<file path="config.mk">
export PLATFORM = sky130hd
export DESIGN_NAME = falling_trail_led_effect
export DESIGN_NICKNAME = d
export VERILOG_FILES = /design/src/rtl/core/ftle_pkg.sv /design/src/rtl/core/ftle_div.sv /design/src/rtl/core/falling_trail_led_effect.sv
export SDC_FILE = /design/constraint.sdc
export NUM_CORES = 2
export LEC_CHECK = 0
export BUFFER_PORTS_ARGS = -buffer_cell sky130_fd_sc_hd__clkbuf_2
export CORE_ASPECT_RATIO = 1.1
export CORE_MARGIN = 2
export CORE_UTILIZATION = 50
export CTS_BUF_LIST = sky130_fd_sc_hd__clkbuf_16
export DETAILED_ROUTE_END_ITERATION = 8
export PLACE_DENSITY = 0.67
export SETUP_SLACK_MARGIN = 0.3
export SYNTH_ARGS = -nofsm -noshare
export SYNTH_HDL_FRONTEND = slang
export SYNTH_SLANG_ARGS = --single-unit
export TNS_END_PERCENT = 50
</file>
<file path="constraint.sdc">
create_clock -name clk_i -period 7.3 [get_ports clk_i]
set_input_delay 0.365 -clock clk_i [delete_from_list [all_inputs] [get_ports clk_i]]
set_output_delay 0.365 -clock clk_i [all_outputs]
set_load 0.005 [all_outputs]
</file>
<file path="src/rtl/core/ftle_pkg.sv">
package ftle_pkg;

  localparam int GridSizeDefault = 12;

  localparam int CfgIdxW  = 3;
  localparam int CfgDataW = 8;
  localparam int InDataW  = 48;
  localparam int InUserW  = 2;
  localparam int OutDataW = 24;
  localparam int OutUserW = 1;

  localparam logic [1:0] CmdTick = 2'd0;
  localparam logic [1:0] CmdLane = 2'd1;
  localparam logic [1:0] CmdRead = 2'd2;

  localparam logic [1:0] DirDown  = 2'd0;
  localparam logic [1:0] DirUp    = 2'd1;
  localparam logic [1:0] DirRight = 2'd2;
  localparam logic [1:0] DirLeft  = 2'd3;

  localparam logic [CfgIdxW-1:0] RegDirection = 3'd0;
  localparam logic [CfgIdxW-1:0] RegSpawnThr  = 3'd1;
  localparam logic [CfgIdxW-1:0] RegTrailLen  = 3'd2;
  localparam logic [CfgIdxW-1:0] RegColorIntv = 3'd3;
  localparam logic [CfgIdxW-1:0] RegColorEn   = 3'd4;
  localparam logic [CfgIdxW-1:0] RegBaseRed   = 3'd5;
  localparam logic [CfgIdxW-1:0] RegBaseGreen = 3'd6;
  localparam logic [CfgIdxW-1:0] RegBaseBlue  = 3'd7;

  localparam logic [1:0] ChanRed   = 2'd0;
  localparam logic [1:0] ChanGreen = 2'd1;
  localparam logic [1:0] ChanBlue  = 2'd2;

  typedef struct packed {
    logic       start;
    logic [7:0] dividend;
    logic [4:0] divisor;
  } div_req_t;

  typedef struct packed {
    logic       done;
    logic [7:0] quot;
  } div_rsp_t;

endpackage

</file>
<file path="src/rtl/core/ftle_div.sv">
module ftle_div (
  input  logic                clk_i,
  input  logic                rst_ni,
  input  ftle_pkg::div_req_t  req_i,
  output ftle_pkg::div_rsp_t  rsp_o
);
  import ftle_pkg::*;

  logic       busy_q, busy_d;
  logic       done_q, done_d;
  logic [2:0] cnt_q, cnt_d;
  logic [7:0] dvd_q, dvd_d;
  logic [4:0] dvs_q, dvs_d;
  logic [4:0] rem_q, rem_d;
  logic [7:0] quo_q, quo_d;
  logic [5:0] trial;
  logic       fits;

  assign trial = {rem_q, dvd_q[7]};
  assign fits  = trial >= {1'b0, dvs_q};

  always_comb begin
    busy_d = busy_q;
    done_d = 1'b0;
    cnt_d  = cnt_q;
    dvd_d  = dvd_q;
    dvs_d  = dvs_q;
    rem_d  = rem_q;
    quo_d  = quo_q;
    if (req_i.start) begin
      busy_d = 1'b1;
      cnt_d  = '0;
      dvd_d  = req_i.dividend;
      dvs_d  = req_i.divisor;
      rem_d  = '0;
      quo_d  = '0;
    end else if (busy_q) begin
      // one quotient bit per cycle, restoring
      rem_d = fits ? 5'(trial - {1'b0, dvs_q}) : trial[4:0];
      quo_d = {quo_q[6:0], fits};
      dvd_d = {dvd_q[6:0], 1'b0};
      cnt_d = cnt_q + 3'd1;
      if (cnt_q == 3'd7) begin
        busy_d = 1'b0;
        done_d = 1'b1;
      end
    end
  end

  always_ff @(posedge clk_i or negedge rst_ni) begin
    if (!rst_ni) begin
      busy_q <= 1'b0;
      done_q <= 1'b0;
      cnt_q  <= '0;
    end else begin
      busy_q <= busy_d;
      done_q <= done_d;
      cnt_q  <= cnt_d;
    end
  end

  always_ff @(posedge clk_i) begin
    dvd_q <= dvd_d;
    dvs_q <= dvs_d;
    rem_q <= rem_d;
    quo_q <= quo_d;
  end

  assign rsp_o.done = done_q;
  assign rsp_o.quot = quo_q;

`ifndef SYNTHESIS
  a_done_ends_busy: assert property (@(posedge clk_i) disable iff (!rst_ni)
    done_q |-> !busy_q)
    else $error("divider done while still busy");
  a_start_sets_busy: assert property (@(posedge clk_i) disable iff (!rst_ni)
    req_i.start |=> busy_q && !done_q)
    else $error("divider did not start");
  a_remainder_bound: assert property (@(posedge clk_i) disable iff (!rst_ni)
    done_q |-> rem_q < dvs_q)
    else $error("divider remainder out of range");
`endif

endmodule

</file>
<file path="src/rtl/core/falling_trail_led_effect.sv">
// Falling-trail LED effect over a GRID_SIZE x GRID_SIZE RGB frame store held in a one-read,
// one-write memory. After reset a clearing pass writes every pixel to black while
// s_axis_tready stays low. A frame tick moves the frame one pixel through the single memory
// read and write port, one pixel per cycle. A lane update on an active lane runs three
// divisions on one shared restoring divider plus start, multiply and fade steps; an idle or
// newly black lane skips them. A pixel read passes through S_RREQ and S_ROUT. One item is
// handled at a time; a result sits in the output register until taken while the next item
// is accepted.
module falling_trail_led_effect #(
  parameter int GRID_SIZE = ftle_pkg::GridSizeDefault
) (
  input  logic                           clk_i,
  input  logic                           rst_ni,
  input  logic                           cfg_we_i,
  input  logic [ftle_pkg::CfgIdxW-1:0]   cfg_idx_i,
  input  logic [ftle_pkg::CfgDataW-1:0]  cfg_data_i,
  input  logic                           s_axis_tvalid,
  output logic                           s_axis_tready,
  // draw_red, draw_green, draw_blue, lane, lane_draw, read_row, read_col, zero pad
  input  logic [ftle_pkg::InDataW-1:0]   s_axis_tdata,
  // command
  input  logic [ftle_pkg::InUserW-1:0]   s_axis_tuser,
  output logic                           m_axis_tvalid,
  input  logic                           m_axis_tready,
  // out_red, out_green, out_blue
  output logic [ftle_pkg::OutDataW-1:0]  m_axis_tdata,
  // out_kind
  output logic [ftle_pkg::OutUserW-1:0]  m_axis_tuser
);
  import ftle_pkg::*;

  localparam int N  = GRID_SIZE * GRID_SIZE;
  localparam int AW = $clog2(N);
  localparam int CW = $clog2(GRID_SIZE);
  localparam logic [AW-1:0] LastAddr = AW'(N - 1);
  localparam logic [CW-1:0] LastIdx  = CW'(GRID_SIZE - 1);

  localparam logic [3:0] S_CLEAR  = 4'd0;
  localparam logic [3:0] S_IDLE   = 4'd1;
  localparam logic [3:0] S_SCROLL = 4'd2;
  localparam logic [3:0] S_TAIL   = 4'd3;
  localparam logic [3:0] S_LSETUP = 4'd4;
  localparam logic [3:0] S_LSTART = 4'd5;
  localparam logic [3:0] S_LDIV   = 4'd6;
  localparam logic [3:0] S_LFADE  = 4'd7;
  localparam logic [3:0] S_LOUT   = 4'd8;
  localparam logic [3:0] S_RREQ   = 4'd9;
  localparam logic [3:0] S_ROUT   = 4'd10;

  logic [3:0] state_q, state_d;

  // configuration
  logic [1:0] dir_q;
  logic [6:0] spawn_thr_q;
  logic [4:0] trail_len_q;
  logic [6:0] color_intv_q;
  logic       color_en_q;
  logic [7:0] cur_r_q, cur_g_q, cur_b_q;
  logic [6:0] color_cnt_q;

  // captured item
  logic [3:0] lane_q;
  logic [6:0] lane_draw_q;
  logic [3:0] rd_row_q, rd_col_q;

  // scroll walk
  logic [AW-1:0] addr_q, addr_d;
  logic [CW-1:0] row_q, row_d, col_q, col_d;
  logic          desc_q;
  logic          pend_q;
  logic [AW-1:0] pdst_q;

  // lane state
  logic       lane_act_q [GRID_SIZE];
  logic [4:0] lane_pos_q [GRID_SIZE];
  logic       act_q;
  logic [4:0] pos_q;
  logic [1:0] chan_q;
  logic [12:0] prod_q;
  logic [7:0] px_r_q, px_g_q, px_b_q;

  // output register
  logic       out_valid_q;
  logic [7:0] out_r_q, out_g_q, out_b_q;
  logic       out_kind_q;
  logic       out_free;

  // memory
  logic [23:0]   mem [N];
  logic [23:0]   rdata_q;
  logic          mem_we;
  logic [AW-1:0] mem_waddr, mem_raddr;
  logic [23:0]   mem_wdata;

  div_req_t div_req;
  div_rsp_t div_rsp;

  logic          in_xfer;
  logic [1:0]    cmd;
  logic [CW-1:0] lidx;
  logic          lane_oob;
  logic          spawn;
  logic [4:0]    len_eff;
  logic [5:0]    pos_next;
  logic [AW-1:0] lane_a, edge_addr, rd_addr;
  logic          rd_oob;
  logic          skip;
  logic          walk_last;
  logic [AW-1:0] src_addr;
  logic [7:0]    chan_color;
  logic [7:0]    fade;

  assign s_axis_tready = (state_q == S_IDLE);
  assign in_xfer       = s_axis_tvalid && s_axis_tready;
  assign cmd           = s_axis_tuser;
  assign out_free      = !out_valid_q || m_axis_tready;

  assign lidx     = CW'(lane_q);
  assign lane_oob = 32'(lane_q) >= GRID_SIZE;
  assign spawn    = lane_draw_q < spawn_thr_q;
  assign len_eff  = (trail_len_q == 5'd0) ? 5'd1 : trail_len_q;
  assign pos_next = {1'b0, pos_q} + 6'd1;

  assign lane_a = AW'(lane_q);
  always_comb begin
    case (dir_q)
      DirDown:  edge_addr = lane_a;
      DirUp:    edge_addr = AW'((GRID_SIZE - 1) * GRID_SIZE) + lane_a;
      DirRight: edge_addr = AW'(lane_a * GRID_SIZE);
      default:  edge_addr = AW'(lane_a * GRID_SIZE + GRID_SIZE - 1);
    endcase
  end

  assign rd_addr = AW'(32'(rd_row_q) * GRID_SIZE + 32'(rd_col_q));
  assign rd_oob  = (32'(rd_row_q) >= GRID_SIZE) || (32'(rd_col_q) >= GRID_SIZE);

  // scroll: skip the entry edge, source is one row or column behind
  always_comb begin
    case (dir_q)
      DirDown: begin
        skip     = (row_q == '0);
        src_addr = addr_q - AW'(GRID_SIZE);
      end
      DirUp: begin
        skip     = (row_q == LastIdx);
        src_addr = addr_q + AW'(GRID_SIZE);
      end
      DirRight: begin
        skip     = (col_q == '0);
        src_addr = addr_q - AW'(1);
      end
      default: begin
        skip     = (col_q == LastIdx);
        src_addr = addr_q + AW'(1);
      end
    endcase
  end

  assign walk_last = desc_q ? (addr_q == '0) : (addr_q == LastAddr);

  always_comb begin
    addr_d = addr_q;
    row_d  = row_q;
    col_d  = col_q;
    if (state_q == S_CLEAR) begin
      addr_d = addr_q + AW'(1);
    end else if (in_xfer) begin
      if (dir_q == DirDown || dir_q == DirRight) begin
        addr_d = LastAddr;
        row_d  = LastIdx;
        col_d  = LastIdx;
      end else begin
        addr_d = '0;
        row_d  = '0;
        col_d  = '0;
      end
    end else if (state_q == S_SCROLL) begin
      if (desc_q) begin
        addr_d = addr_q - AW'(1);
        if (col_q == '0) begin
          col_d = LastIdx;
          row_d = row_q - CW'(1);
        end else begin
          col_d = col_q - CW'(1);
        end
      end else begin
        addr_d = addr_q + AW'(1);
        if (col_q == LastIdx) begin
          col_d = '0;
          row_d = row_q + CW'(1);
        end else begin
          col_d = col_q + CW'(1);
        end
      end
    end
  end

  always_comb begin
    case (chan_q)
      ChanRed:   chan_color = cur_r_q;
      ChanGreen: chan_color = cur_g_q;
      default:   chan_color = cur_b_q;
    endcase
  end

  assign fade = (prod_q >= {5'd0, chan_color}) ? 8'd0 : 8'(chan_color - prod_q[7:0]);

  assign div_req.start    = (state_q == S_LSTART);
  assign div_req.dividend = chan_color;
  assign div_req.divisor  = len_eff;

  ftle_div u_div (
    .clk_i  (clk_i),
    .rst_ni (rst_ni),
    .req_i  (div_req),
    .rsp_o  (div_rsp)
  );

  always_comb begin
    state_d = state_q;
    case (state_q)
      S_CLEAR:  if (addr_q == LastAddr) state_d = S_IDLE;
      S_IDLE: begin
        if (in_xfer) begin
          case (cmd)
            CmdTick: state_d = S_SCROLL;
            CmdLane: state_d = S_LSETUP;
            CmdRead: state_d = S_RREQ;
            default: state_d = S_IDLE;
          endcase
        end
      end
      S_SCROLL: if (walk_last) state_d = S_TAIL;
      S_TAIL:   state_d = S_IDLE;
      S_LSETUP: begin
        if (lane_oob) begin
          state_d = S_IDLE;
        end else if (spawn || lane_act_q[lidx]) begin
          state_d = S_LSTART;
        end else begin
          state_d = S_LOUT;
        end
      end
      S_LSTART: state_d = S_LDIV;
      S_LDIV:   if (div_rsp.done) state_d = S_LFADE;
      S_LFADE:  state_d = (chan_q == ChanBlue) ? S_LOUT : S_LSTART;
      S_LOUT:   if (out_free) state_d = S_IDLE;
      S_RREQ:   state_d = S_ROUT;
      S_ROUT:   if (out_free) state_d = S_IDLE;
      default:  state_d = S_IDLE;
    endcase
  end

  always_comb begin
    mem_we    = 1'b0;
    mem_waddr = edge_addr;
    mem_wdata = {px_r_q, px_g_q, px_b_q};
    if (state_q == S_CLEAR) begin
      mem_we    = 1'b1;
      mem_waddr = addr_q;
      mem_wdata = '0;
    end else if (pend_q) begin
      mem_we    = 1'b1;
      mem_waddr = pdst_q;
      mem_wdata = rdata_q;
    end else if (state_q == S_LOUT && out_free) begin
      mem_we = 1'b1;
    end
  end

  assign mem_raddr = (state_q == S_SCROLL) ? src_addr : rd_addr;

  always_ff @(posedge clk_i) begin
    if (mem_we) begin
      mem[mem_waddr] <= mem_wdata;
    end
    rdata_q <= mem[mem_raddr];
  end

  always_ff @(posedge clk_i or negedge rst_ni) begin
    if (!rst_ni) begin
      state_q <= S_CLEAR;
      addr_q  <= '0;
      row_q   <= '0;
      col_q   <= '0;
      desc_q  <= 1'b0;
      pend_q  <= 1'b0;
    end else begin
      state_q <= state_d;
      addr_q  <= addr_d;
      row_q   <= row_d;
      col_q   <= col_d;
      pend_q  <= (state_q == S_SCROLL) && !skip;
      if (in_xfer) begin
        desc_q <= (dir_q == DirDown) || (dir_q == DirRight);
      end
    end
  end

  always_ff @(posedge clk_i) begin
    pdst_q <= addr_q;
  end

  // configuration and color
  always_ff @(posedge clk_i or negedge rst_ni) begin
    if (!rst_ni) begin
      dir_q        <= DirDown;
      spawn_thr_q  <= 7'd10;
      trail_len_q  <= 5'd6;
      color_intv_q <= 7'd50;
      color_en_q   <= 1'b1;
      cur_r_q      <= 8'd255;
      cur_g_q      <= 8'd0;
      cur_b_q      <= 8'd0;
      color_cnt_q  <= '0;
    end else begin
      if (cfg_we_i) begin
        case (cfg_idx_i)
          RegDirection: dir_q        <= cfg_data_i[1:0];
          RegSpawnThr:  spawn_thr_q  <= cfg_data_i[6:0];
          RegTrailLen:  trail_len_q  <= cfg_data_i[4:0];
          RegColorIntv: color_intv_q <= cfg_data_i[6:0];
          RegColorEn:   color_en_q   <= cfg_data_i[0];
          RegBaseRed:   cur_r_q      <= cfg_data_i;
          RegBaseGreen: cur_g_q      <= cfg_data_i;
          RegBaseBlue:  cur_b_q      <= cfg_data_i;
          default:      ;
        endcase
      end
      if (in_xfer && cmd == CmdTick && color_en_q) begin
        if (color_cnt_q > color_intv_q) begin
          cur_r_q     <= s_axis_tdata[7:0];
          cur_g_q     <= s_axis_tdata[15:8];
          cur_b_q     <= s_axis_tdata[23:16];
          color_cnt_q <= '0;
        end else begin
          color_cnt_q <= color_cnt_q + 7'd1;
        end
      end
    end
  end

  always_ff @(posedge clk_i) begin
    if (in_xfer) begin
      lane_q      <= s_axis_tdata[27:24];
      lane_draw_q <= s_axis_tdata[34:28];
      rd_row_q    <= s_axis_tdata[38:35];
      rd_col_q    <= s_axis_tdata[42:39];
    end
  end

  // lane sequencing
  always_ff @(posedge clk_i or negedge rst_ni) begin
    if (!rst_ni) begin
      for (int i = 0; i < GRID_SIZE; i++) begin
        lane_act_q[i] <= 1'b0;
        lane_pos_q[i] <= '0;
      end
      act_q  <= 1'b0;
      chan_q <= ChanRed;
    end else begin
      if (state_q == S_LSETUP) begin
        act_q  <= spawn || lane_act_q[lidx];
        chan_q <= ChanRed;
      end
      if (state_q == S_LFADE) begin
        chan_q <= chan_q + 2'd1;
      end
      if (state_q == S_LOUT && out_free && act_q) begin
        if (pos_next > {1'b0, len_eff}) begin
          lane_act_q[lidx] <= 1'b0;
          lane_pos_q[lidx] <= '0;
        end else begin
          lane_act_q[lidx] <= 1'b1;
          lane_pos_q[lidx] <= pos_next[4:0];
        end
      end
    end
  end

  always_ff @(posedge clk_i) begin
    if (state_q == S_LSETUP) begin
      pos_q  <= spawn ? 5'd0 : lane_pos_q[lidx];
      px_r_q <= '0;
      px_g_q <= '0;
      px_b_q <= '0;
    end
    if (state_q == S_LDIV && div_rsp.done) begin
      prod_q <= pos_q * div_rsp.quot;
    end
    if (state_q == S_LFADE) begin
      case (chan_q)
        ChanRed:   px_r_q <= fade;
        ChanGreen: px_g_q <= fade;
        default:   px_b_q <= fade;
      endcase
    end
  end

  // output register
  always_ff @(posedge clk_i or negedge rst_ni) begin
    if (!rst_ni) begin
      out_valid_q <= 1'b0;
    end else if ((state_q == S_LOUT || state_q == S_ROUT) && out_free) begin
      out_valid_q <= 1'b1;
    end else if (m_axis_tready) begin
      out_valid_q <= 1'b0;
    end
  end

  always_ff @(posedge clk_i) begin
    if (state_q == S_LOUT && out_free) begin
      out_r_q    <= px_r_q;
      out_g_q    <= px_g_q;
      out_b_q    <= px_b_q;
      out_kind_q <= 1'b0;
    end else if (state_q == S_ROUT && out_free) begin
      out_r_q    <= rd_oob ? 8'd0 : rdata_q[23:16];
      out_g_q    <= rd_oob ? 8'd0 : rdata_q[15:8];
      out_b_q    <= rd_oob ? 8'd0 : rdata_q[7:0];
      out_kind_q <= 1'b1;
    end
  end

  assign m_axis_tvalid = out_valid_q;
  assign m_axis_tdata  = {out_b_q, out_g_q, out_r_q};
  assign m_axis_tuser  = out_kind_q;

`ifndef SYNTHESIS
  a_no_rw_collision: assert property (@(posedge clk_i) disable iff (!rst_ni)
    (state_q == S_SCROLL && mem_we) |-> mem_raddr != mem_waddr)
    else $error("scroll reads a pixel being written");
  a_idle_no_write: assert property (@(posedge clk_i) disable iff (!rst_ni)
    state_q == S_IDLE |-> !mem_we)
    else $error("memory written while idle");
  a_div_done_in_div: assert property (@(posedge clk_i) disable iff (!rst_ni)
    div_rsp.done |-> state_q == S_LDIV)
    else $error("divider result outside the division step");
  a_pend_after_scroll: assert property (@(posedge clk_i) disable iff (!rst_ni)
    pend_q |-> $past(state_q) == S_SCROLL)
    else $error("pending scroll write without a scroll read");
`endif

endmodule

</file>
Yosys cells after proc, flatten, opt, wreduce, memory -nomap -nowiden:

Memory sizes are Yosys's and may differ from the RTL's. A register that Yosys moved wholly into a read port is not among the register bits.
Cells that the tools add are included.

* flip-flop bits (word level): 276
* bits in writable memories: 3456
* input bits: 66
* output and inout port bits: 27
* logic and storage cells: 279
* memories kept: 1

Memory list
* mem: words 144, bits a word 24, rd ports 1, clocked after memory_dff 1, wr ports 1, RTL line falling_trail_led_effect.sv:89 `logic [23:0] mem [N];`

* add/subtract/negate cells: 18
* $mul: 3
* $lt $le $gt $ge: 10
* equal/unequal tests: 32
* mux-type cells: 102
* bitwise logic cells: 7
* reductions and logical operators: 43

Operators by type and width (number)
* two-way mux 8 bit: 41
* two-way mux 4 bit: 19
* bitwise AND 60 bit: 1
* bitwise mux 60 bit: 1
* two-way mux 60 bit: 1
* NOT 60 bit: 1
* two-way mux 24 bit: 2
* case mux 8 bit (3 select lines): 2
* case mux 4 bit (9 select lines): 1
* two-way mux 5 bit: 5
* binary-select mux 5 bit (select 4 bit): 1
* demux 5 bit (select 4 bit): 1
* == test 4 bit (second input constant): 5
* two-way mux 1 bit: 17
* adder 8 x 4 -> 8 bit (second input constant): 2
* == test 4 x 3 -> 1 bit (second input constant): 4
* case mux 8 bit (2 select lines): 1
* subtractor 8 x 1 -> 8 bit (second input constant): 2
* == test 3 bit (second input constant): 5
* >= comparator 13 x 8 -> 1 bit: 1
* multiplier 5 x 8 -> 13 bit: 1
* bitwise AND 12 bit: 1
* >= comparator 4 bit (second input constant): 3
* zero test 4 bit: 3
* 54 further kinds: 94

Longest topological paths before layout:

* depth after elaboration: 8
* mapped depth: 17
* gate-level depth less buffers: 16

Modules after synthesis:

A second synthesis with hierarchy kept.

* cells, all modules: 8966
* area, all modules: 149596.0 um2

Modules (own cells, without submodules)
* falling_trail_led_effect: times used 1, cells each 8854, area each 148173.4 um2, sequential area each 110551.0 um2
* ftle_div: times used 1, cells each 112, area each 1422.6 um2, sequential area each 775.7 um2

Least setup slack after synthesis:

Ideal clock, no wire load.

* path type: reg-to-reg
* from: register pend_q
* to: memory mem[0][10], data pin
* setup time: 0.871 ns
* data arrival time: 4.972 ns
* data required time: 6.429 ns
* slack: 1.457 ns
* stages on the path, launching flop included: 6
* path buffers: 3
* clock period less this slack: 5.843 ns
* cells stage by stage: dfrtp_1 > clkbuf_1 > buf_1 > buf_1 > mux2i_1 > nor2_1

* longest elaborated chain between the ends: 2

RTL lines
* start, declared: RTL line falling_trail_led_effect.sv:70 `logic pend_q;`
* start signal, assigned: RTL line falling_trail_led_effect.sv:293 `pend_q <= (state_q == S_SCROLL) && !skip;`
* two-way mux 24 bit: RTL line falling_trail_led_effect.sv:262 `end else if (pend_q) begin`
* two-way mux 24 bit: RTL line falling_trail_led_effect.sv:258 `if (state_q == S_CLEAR) begin`
* named net mem_wdata[10]: RTL line falling_trail_led_effect.sv:93 `logic [23:0] mem_wdata;`
* end, declared: RTL line falling_trail_led_effect.sv:89

The timed path passes the listed nets, and every way through them passes these cells.

Worst setup path after layout:

* from: register dir_q[1]
* to: register rdata_q[0] (read register of mem)

* longest elaborated chain between the ends: 3
* elaborated cells on any way between the ends: 5
* classes of those cells: 2 x eq/ne; 2 x mux; 1 x reduce/logical

RTL lines
* start, declared: RTL line falling_trail_led_effect.sv:53 `logic [1:0] dir_q;`
* start signal, assigned: RTL line falling_trail_led_effect.sv:307 `dir_q <= DirDown;`
* start signal, assigned: RTL line falling_trail_led_effect.sv:319 `RegDirection: dir_q <= cfg_data_i[1:0];`
* == test 2 bit, or another cell as far along: RTL line falling_trail_led_effect.sv:139 `case (dir_q)`
* case mux 8 bit (3 select lines) (*): RTL line falling_trail_led_effect.sv:139
* two-way mux 8 bit (*): RTL line falling_trail_led_effect.sv:271 `assign mem_raddr = (state_q == S_SCROLL) ? src_addr : rd_addr;`
* end, declared: RTL line falling_trail_led_effect.sv:90 `logic [23:0] rdata_q;`

Every way passes the cells marked *; elsewhere a longest branch is shown, timed or not.
A chain may end at the register's enable or synchronous reset.

==> run metrics <==
run status finished, final reports clean; min Tclk post-route 5.72 ns; Net Count, Synth 10400; share of flip-flops with an asynchronous set or reset 4.15%; Syn Area/Cell 14.8 um^2; yosys synthesis warning count 0; vias after detailed routing 91600; Final Routed Wirelength 417 mm; clock latency at the later pin of the worst-skew pair 0.93 ns; die outline area 0.307 mm^2; via density per instance 6.25; PD cells 416 mW/mm^2; total of buffers placed on input and output ports 87; leakage power 0.0594 uW; clock root buffer clkbuf_16; capturing element type of the critical path flip-flop; number of distinct library cells after synthesis 89; core region area 0.301 mm^2; most common flop cell mapped by yosys edfxtp_1; TNS Setup 0 ns; io pins 93; Final #Nets 10600; biggest fanout along the worst timing path 42; number of antenna violations at the first check in global routing 13; initial core utilization 50.3%; post-route worst setup slack 1.58 ns; peak clock frequency supported by timing 0.175 GHz; number of remaining DRC errors 0; count leader, synth edfxtp_1; count of flip-flops with a built-in enable after synthesis 3530; headroom to the max-slew limit 13.9%; largest net degree at the start of global routing 147; final-report setup violation count 0; global router's overall resource usage 26.8%; final antenna-violating net count 0; final setup skew 0.0934 ns; Setup CP Type reg2reg; TritonCTS sink count 3756; GR Overflow Total 0; final max-slew violation count 0; largest area contributor in the netlist edfxtp_1; number of buffers between clock root and the deepest sink 4; final cell count without fillers 14700; routability congestion estimate from global placement 0.904; drt first pass iters 6; Core Util, Final 56.5%; starting DRC count in detailed routing 11300; number of max-capacitance violations reported 0; data required time of the critical path 8.13 ns; proportion of layout cells with a drive suffix above 1 14.3%; top area cells in the synthesized netlist edfxtp_1 (70%), nand2_1 (5.0%), mux4_2 (4.4%), nand3_1 (3.2%), dfrtp_1 (2.3%); number of gates resized after cts 0; CTS HTree Levels 5; Total Power Consumption 70800 uW; number of synthesized register bits 3756; wire per inst 28.4 um; width of the chip 528 um; num rows 211; vertical extent of the die 581 um; Critical Path Start Type flip-flop; via count of the first global-routing pass 89000; Final Hold Viols 0; post-synthesis instance area 0.151 mm^2; path type of the worst min-delay path in2async; Detailed Place HPWL 238 mm; Clock transition at path regs 0.06 ns; worst voltage drop across the vdd grid 0.656 mV; area growth from synthesis to layout 12.4%; clock buffer count from CTS 362; area share of the leading cell type in the synthesized netlist 70.1%; Setup Slack @ Placement 1.79 ns; CP Data Arrival Time 6.55 ns; slew at the pin closest to its max-slew limit 1.27 ns; number of placed cells counting well taps 13900; post-route clock period utilization 78.3%; CTS tree done; ranking of synthesized cells by instance count edfxtp_1 (3530), nand2_1 (2009), nand3_1 (957); global-route wire length before repair 603 mm; Gate Count Post-Synth 10200; RSZ-0062 raised after global routing false; sequential fraction of the synthesis area 73.6%
[worst paths after layout]
kind                                 start              to  depth (start not counted)  slack (ns)
max                               dir_q[1]      rdata_q[0]                         10        1.58
min                                 rst_ni  lane_pos_q[41]                          2        0.15
max reg2reg                       dir_q[1]      rdata_q[0]                         10        1.58
min reg2reg                      flip-flop       flip-flop                          2        0.47
max in group asynchronous           rst_ni  lane_pos_q[24]                          3        5.77
min in group clk_i         s_axis_tuser[1]      state_q[2]                          6        0.19
[layout make-up]
class                   instances  area (um^2)
multi-input cells            5668        37100
repair buffers                536         4560
clock buffers                 369         9230
inverters                     107          402
well taps                    3940         4930
fillers                     22700       131000
flip-flops and latches       3756       111000
clock inverters               278         2370
diodes                          7         17.5
[logic make-up (layout without fill, tap and decap cells)]
family / after synthesis / after routing / share of synthesized area (%)
xor gates and xnor gates: 49 / 49 / 0.293
muxes: 623 / 623 / 6.59
and+or+nand+nor: 3586 / 3586 / 10.2
AOI/OAI and AO/OA: 1289 / 1289 / 5.83
DFF: 3756 / 3756 / 73.6
adders and majority gates: 121 / 121 / 1.13
other: 0 / 7 / 0
buffers and inverters: 769 / 1290 / 2.28
[layout by cell type, fill, tap and decap left out, types with 21 or more instances in the layout]
cell           count
nor2_4            34
o22ai_1           75
clkbuf_2          86
clkbuf_16        369
a32o_1            27
mux4_2           295
mux2i_1          300
dfxtp_1           70
and2_1            30
nand4_1           27
o31ai_1           30
and3_1           158
xnor2_1           30
clkinv_2          81
clkinv_1          70
a22oi_1           95
a21oi_1          200
edfxtp_1        3530
o21ai_0          245
dfrtp_1          139
nand2_1         1999
dlygate4sd3_1     92
a211oi_1          80
a32oi_1           33
fa_1              25
ha_1              96
buf_12            41
a211o_1           21
nand3_1          956
buf_4            316
a311o_1           23
nor2_1           135
inv_1            161
nor2_2           143
a31oi_1          174
a221oi_1          91
a311oi_1          30
mux2_2            26
bufinv_16         41
[per-layer routing]
metal	routed length, um	GRT usage, %	up-vias
li1	-	-	39300
met1	156000	35.7	46500
met2	196000	42.4	4961
met3	42200	5.07	855
met4	23200	13.3	6
met5	39	0	-
[where the power goes]
part / internal, uW / switching, uW
clock: 10600 / 7860
sequential: 25200 / 610
combinational: 7380 / 19100
total: 43200 / 27500
[critical path: stages (launching register included)]
cell	delay [ns]
dfrtp_1	0.92
inv_1	0.46
o211ai_1	0.30
buf_4	0.42
and2_4	0.77
buf_12	0.35
nand2_1	0.09
a32o_1	0.27
o311ai_0	1.03
nand4_1	0.62
o31ai_1	0.38
[timing repair]
| item | in CTS | in global routing |
|---|---|---|
| setup buffers | 0 | 0 |
| hold buffers | 92 | 0 |
| hold endpoints to repair | 166 | 0 |
[flip-flops by register name (all words and copies together) (netlist names), 13 cells and up, named ones only]
name        cells
lane_pos_q     60
mem          3456
prod_q         13
rdata_q        24
[per-stage QoR]
stage / hold WS (ns) / area [um^2]
final: 0.147 / 170000
after global routing: 0.184 / 170000
after CTS: 0.107 / 170000
after detailed placement: 0.465 / 157000
after global placement: 0.456 / 157000
after floorplan: 0.0694 / 151000
Power figures use the tool's default switching activity.
